===== config.mk =====
export PLATFORM = sky130hd
export DESIGN_NAME = tcbdf_ctrl
export DESIGN_NICKNAME = d
export VERILOG_FILES = /design/src/hdl/tcbdf_pkg.sv /design/src/hdl/tcbdf_ctrl.sv
export VERILOG_INCLUDE_DIRS = /design/src /design/src/hdl
export SDC_FILE = /design/constraint.sdc
export NUM_CORES = 1
export LEC_CHECK = 0
export BUFFER_PORTS_ARGS = -buffer_cell sky130_fd_sc_hd__clkbuf_2
export CAP_MARGIN = 20
export CORE_AREA = 2 2 39 41
export DETAILED_ROUTE_END_ITERATION = 10
export DIE_AREA = 0 0 41 43
export PLACE_DENSITY = 0.56
export SYNTH_ARGS = -nofsm -noshare
export SYNTH_HDL_FRONTEND = slang
export SYNTH_SLANG_ARGS = --single-unit

===== constraint.sdc =====
create_clock -name clk -period 1.4 [get_ports clk]
set_input_delay 0.07 -clock clk [delete_from_list [all_inputs] [get_ports clk]]
set_output_delay 0.07 -clock clk [all_outputs]
set_load 0.02 [all_outputs]

===== src/hdl/text_cell_buffer_with_diff_flush_macros.svh =====
// ----------------------------------------------------------------------------
// Text cell buffer assertion macros
// Short forms for the concurrent checks used in the buffer modules. They
// expect a clock named clk and an active-high reset named rst in scope.
// ----------------------------------------------------------------------------
`ifndef TEXT_CELL_BUFFER_WITH_DIFF_FLUSH_MACROS_SVH
`define TEXT_CELL_BUFFER_WITH_DIFF_FLUSH_MACROS_SVH

// Consequent must hold in the same cycle as the antecedent.
`define TCB_ASSERT_NOW(label, ante, cons, msg) \
  label: assert property (@(posedge clk) disable iff (rst) (ante) |-> (cons)) \
    else $error(msg);

// Consequent must hold in the cycle after the antecedent.
`define TCB_ASSERT_NEXT(label, ante, cons, msg) \
  label: assert property (@(posedge clk) disable iff (rst) (ante) |=> (cons)) \
    else $error(msg);

`endif


===== src/hdl/tcbdf_pkg.sv =====
// ----------------------------------------------------------------------------
// Text cell buffer package
// Opcodes, register indexes, field widths and the command and status
// bundles shared by the controller and the datapath.
// ----------------------------------------------------------------------------
`default_nettype none

package tcbdf_pkg;

  localparam int DEF_MAX_COLS   = 64;
  localparam int DEF_MAX_ROWS   = 32;
  localparam int DEF_COLOR_BITS = 4;

  localparam int GLYPH_W = 21;
  localparam int SCR_W   = 9;
  localparam int CFG_W   = 8;

  localparam logic [GLYPH_W-1:0] SPACE_CODE = 21'd32;

  localparam logic [1:0] OP_WRITE = 2'd0;
  localparam logic [1:0] OP_CLEAR = 2'd1;
  localparam logic [1:0] OP_FLUSH = 2'd2;

  localparam logic [1:0] CFG_ORIGIN_COL    = 2'd0;
  localparam logic [1:0] CFG_ORIGIN_ROW    = 2'd1;
  localparam logic [1:0] CFG_ACTIVE_WIDTH  = 2'd2;
  localparam logic [1:0] CFG_ACTIVE_HEIGHT = 2'd3;

  typedef enum logic [2:0] {
    ST_INIT,
    ST_IDLE,
    ST_CLEAR,
    ST_FL_RD,
    ST_FL_CMP,
    ST_FL_END
  } state_t;

  typedef struct packed {
    logic accept;
    logic cnt_clr;
    logic cnt_inc;
    logic sweep_cur;
    logic sweep_shown;
    logic take_cell;
    logic finish;
  } cmd_t;

  typedef struct packed {
    logic sweep_done;
    logic row_ok;
    logic w_zero;
    logic col_last;
    logic differ;
    logic slot_free;
    logic has_pend;
  } sts_t;

endpackage

`default_nettype wire


===== src/hdl/tcbdf_ctrl.sv =====
// ----------------------------------------------------------------------------
// Text cell buffer controller
// Sequences reset fill, canvas clear and the per-column row flush, and
// issues commands to the datapath.
// ----------------------------------------------------------------------------
`default_nettype none
`include "text_cell_buffer_with_diff_flush_macros.svh"

module tcbdf_ctrl
  import tcbdf_pkg::*;
(
  input  logic       clk,
  input  logic       rst,
  input  logic       in_valid,
  output logic       in_ready,
  input  logic [1:0] opcode,
  input  sts_t       sts,
  output cmd_t       cmd
);

  state_t state;
  state_t state_next;

  always_ff @(posedge clk) begin
    if (rst) begin
      state <= ST_INIT;
    end else begin
      state <= state_next;
    end
  end

  always_comb begin
    state_next = state;
    cmd        = '0;
    in_ready   = 1'b0;
    case (state)
      ST_INIT: begin
        cmd.sweep_cur   = 1'b1;
        cmd.sweep_shown = 1'b1;
        cmd.cnt_inc     = 1'b1;
        if (sts.sweep_done) begin
          state_next = ST_IDLE;
        end
      end
      ST_IDLE: begin
        in_ready = 1'b1;
        if (in_valid) begin
          cmd.accept = 1'b1;
          case (opcode)
            OP_CLEAR: begin
              cmd.cnt_clr = 1'b1;
              state_next  = ST_CLEAR;
            end
            OP_FLUSH: begin
              cmd.cnt_clr = 1'b1;
              if (sts.row_ok && !sts.w_zero) begin
                state_next = ST_FL_RD;
              end else begin
                state_next = ST_FL_END;
              end
            end
            default: begin
              state_next = ST_IDLE;
            end
          endcase
        end
      end
      ST_CLEAR: begin
        cmd.sweep_cur = 1'b1;
        cmd.cnt_inc   = 1'b1;
        if (sts.sweep_done) begin
          state_next = ST_IDLE;
        end
      end
      ST_FL_RD: begin
        state_next = ST_FL_CMP;
      end
      ST_FL_CMP: begin
        // hold while a pending cell cannot move to the output register
        if (!(sts.differ && sts.has_pend && !sts.slot_free)) begin
          cmd.take_cell = sts.differ;
          if (sts.col_last) begin
            state_next = ST_FL_END;
          end else begin
            cmd.cnt_inc = 1'b1;
            state_next  = ST_FL_RD;
          end
        end
      end
      ST_FL_END: begin
        if (sts.slot_free) begin
          cmd.finish = 1'b1;
          state_next = ST_IDLE;
        end
      end
      default: begin
        state_next = ST_IDLE;
      end
    endcase
  end

  `TCB_ASSERT_NEXT(a_stall_holds,
                   state == ST_FL_CMP && sts.differ && sts.has_pend && !sts.slot_free,
                   state == ST_FL_CMP, "flush advanced past a blocked cell")
  `TCB_ASSERT_NOW(a_busy_no_accept, state != ST_IDLE, !cmd.accept, "item taken while busy")
  `TCB_ASSERT_NOW(a_ready_idle, in_ready, state == ST_IDLE, "ready raised outside idle")

endmodule

`default_nettype wire


### Word-level counts from Yosys, hierarchy flattened

Cells that the tools add are included.

* bits in registers: 3
* input bits: 12
* output and inout port bits: 8
* logic and storage cells: 42

* equality and inequality tests: 11
* mux-type cells: 21
* reductions and logical operators: 9

Operators by type and width (number)
* $mux W3: 6
* $pmux W3 S5: 1
* $mux W1: 10
* $eq A3 B2 Y1 const B: 2
* $eq A3 B3 Y1 const B: 2
* $ne A2 B2 Y1 const B: 3
* $pmux W3 S2: 1
* $mux W2: 2
* $reduce_and A4 Y1: 1
* $reduce_or A2 Y1: 2
* $eq A3 B1 Y1 const B: 1
* $logic_and A1 B1 Y1: 3
* $logic_not A3 Y1: 1
* $eq A2 B1 Y1 const B: 1
* $eq A2 B2 Y1 const B: 1
* $logic_not A1 Y1: 2
* $ne A2 B1 Y1 const B: 1
* $pmux W1 S2: 1

### Longest topological paths before layout

* word-level depth: 6
* depth in mapped cells: 6
* mapped depth without buffers: 6

### Worst setup path before layout

OpenSTA, ideal clock, no wires.

* path kind: flip-flop to output port
* start point: reg state[0]
* end point: out cmd[5] (netlist bit)
* arrival time: 1504 ps
* required time: 1330 ps
* slack: -174 ps
* stages on the path, launching flop included: 4
* buffers on the path: 1
* cells stage by stage: dfxtp_1 -> buf_2 -> nor3b_1 -> and3_1

RTL lines
* start: declaration: RTL line tcbdf_ctrl.sv:21 `state_t state;`
* start signal: assignment: RTL line tcbdf_ctrl.sv:28 `state <= state_next;`
* end: declaration: RTL line tcbdf_ctrl.sv:18 `output cmd_t cmd`

### Worst setup path in the final report

* start point: reg state[0]
* end point: reg state[1]

* cells in the longest elaborated chain, start to end: 4
* elaborated cells on any way between the ends: 13
* classes of those cells: eq/ne: 9; mux: 1; reduce/logical: 3

RTL lines
* $eq A3 B2 Y1 / $logic_not A3 Y1 (equally long branches): RTL line tcbdf_ctrl.sv:36 `case (state)`
* $reduce_or A2 Y1 (no source line)
* $ne A2 B1 Y1 (no source line)
* $reduce_and A4 Y1 (no source line)

Several ways; a longest one is shown, not always the timed one.
A chain may end at the register's enable or synchronous reset.

==> reports/qor.yml <==
syn_to_final_growth_pct: 57.3
io_pins: 20
critical_path_required_ps: 1520
grt_pass1_vias: 382
ys_seq_area_share_pct: 16.7
syn_area_per_cell_um2: 7.35
hold_class: "primary input to register"
reg2reg_slack_ps: 60
synth_fp_nets: 64
critPathKind: "register to register"
crit_chain: "or3b_1 > a21oi_2 > nor3_1 > a32o_1"
synthDistinctLibCells: 22
fmax_mhz: 744
cts.sinks: 3
skew_ps: 3.96
n_antenna_cell: 0
firstDrtPassIters: 4
powerDensity_mw_per_mm2: 679
critPathMaxStageDelay_ps: 360
dp_hpwl_um: 749
drv_slew: 0
total_power_mw: 0.385
drt_wl_total_um: 976
drt_iter0_drc: 19
die_y_um: 43
core_mm2: 0.00138
finalCriticalPeriod_ps: 1340
cts_buffer_depth: 2
layout_common_cells: "clkbuf_2, buf_4, inv_1, nor2_1, a21oi_1"
place.gp.congestion: 0.716
clk_latency_ps: 230
ant_nets: 0
syn_area_um2: 360
cts_tree: "yes"
yosys_warnings: 0
final_common_cell: "clkbuf_2"
period_share_pct: 96.0
worst_pin_slew_ps: 237
via_per_inst: 4.86
status: "finished clean"
clk_pin_slew_worst_paths_ps: 40
setup_viol: 0
rsz0062_at_grt: "yes"
ys.flop_type: "dfxtp_1"
synth-seq-cells: 3
irDropWorstVdd_mv: 0.201
drive_gt1_share_pct: 46.1
place_inst: 87
cts_made_buffers: 3
grt_max_degree: 11
grt_usage_pct: 13.3
h-tree-depth: 1
async_flop_share_pct: 0
wire_per_inst_um: 10.6
nets: 92
largest_register_ffs: 3
power_leakage_nw: 0.281
start_util_pct: 26.0
critPathLaunchType: "register"
grt-ovfl-total: 0
clock-root-buffer: "clkbuf_4"
route.vias.total: 447
largest_register: "state"
fp.dieW_um: 41
slowest_stage: "dfxtp_4"
crit_fanout: 6
reg_top3: "state (3)"
cap_violations: 0
antenna_found_initial: 0
finalNonFillerCells: 92
drc: 0
cp-end-kind: "register"
io_buffers: 19
nFillCells: 140
slew-limit-headroom_pct: 84.2
synth-edff-count: 0
syn_inst: 49
rows: 14
hold_violations: 0
cp_data_arrival_time_ps: 1460
dieArea_mm2: 0.00176
grt_pass1_wl_um: 1620
-- Yosys cell counts (2+ instances only) --
| cell type | number | area [um2] |
|---|---|---|
| a21oi_1 | 4 | 20.0 |
| a311oi_1 | 3 | 26.3 |
| and3_1 | 2 | 12.5 |
| buf_2 | 3 | 15.0 |
| dfxtp_1 | 3 | 60.1 |
| ha_1 | 3 | 37.5 |
| inv_1 | 4 | 15.0 |
| nand2b_1 | 3 | 18.8 |
| nor2_1 | 4 | 15.0 |
| nor2b_1 | 4 | 25.0 |
| nor3_1 | 3 | 15.0 |
| nor3b_1 | 2 | 15.0 |
| or3b_1 | 2 | 17.5 |
-- routing by layer --
layer	track usage, %	wire length, um	up-vias
met2	20.9	494	12
li1	-	-	234
met5	0	0	-
met4	4.00	0	0
met1	16.3	432	201
met3	4.71	50	0
-- timing repair --
action                     in CTS  in global routing
pin swaps                       0                  1
buffers inserted                0                  1
gates resized for setup         2                  8
hold buffers                    0                  0
setup endpoints to repair       4                  5
-- power breakdown --
| part | leakage (nW) | internal (mW) | switching, mW |
|---|---|---|---|
| Clock | 0.0150 | 0.107 | 0.0459 |
| Combinational | 0.240 | 0.0678 | 0.0709 |
| Sequential | 0.0258 | 0.0880 | 0.00538 |
-- cell families after synthesis --
family | synth area share, %
DFF | 16.7
adders and majority gates | 10.4
buffers and inverters | 8.33
AOI/OAI and AO/OA | 24.3
and+or+nand+nor | 40.3
-- area by class of cell --
type	count	area, um2	share of cell area, %
Tap cell	16	20.0	3.53
Multi-Input combinational cell	39	284	50.1
Inverter	4	15.0	2.65
Sequential cell	3	67.6	11.9
Clock buffer	4	26.3	4.64
Timing Repair Buffer	26	154	27.2
-- worst paths after layout --
| check | start | end | depth (start not counted) |
|---|---|---|---|
| max | state[0] | state[1] | 4 |
| min | rst | state[2] | 2 |
| max reg2reg | state[0] | state[1] | 4 |
| min reg2reg | state[0] | state[2] | 2 |
-- worst max-delay path: cells and delay by family (launching register included) --
kind	cells	cell delay [ps]
AOI/OAI and AO/OA	2	430
DFF	1	360
and+or+nand+nor	2	440
-- through the flow --
step	hold slack [ps]	utilization (%)	setup TNS [ps]	setup WS (ps)	area, um2
floorplan	142	-	0	94.3	365
detailed placement	295	36.9	0	19.3	510
global route	40.9	41.0	-17.8	-17.8	567
finish	41.2	41.0	0	55.5	567
CTS	38.7	39.0	0	6.24	539
global placement	290	36.9	0	27.1	510
(Power assumes the default switching activity.)
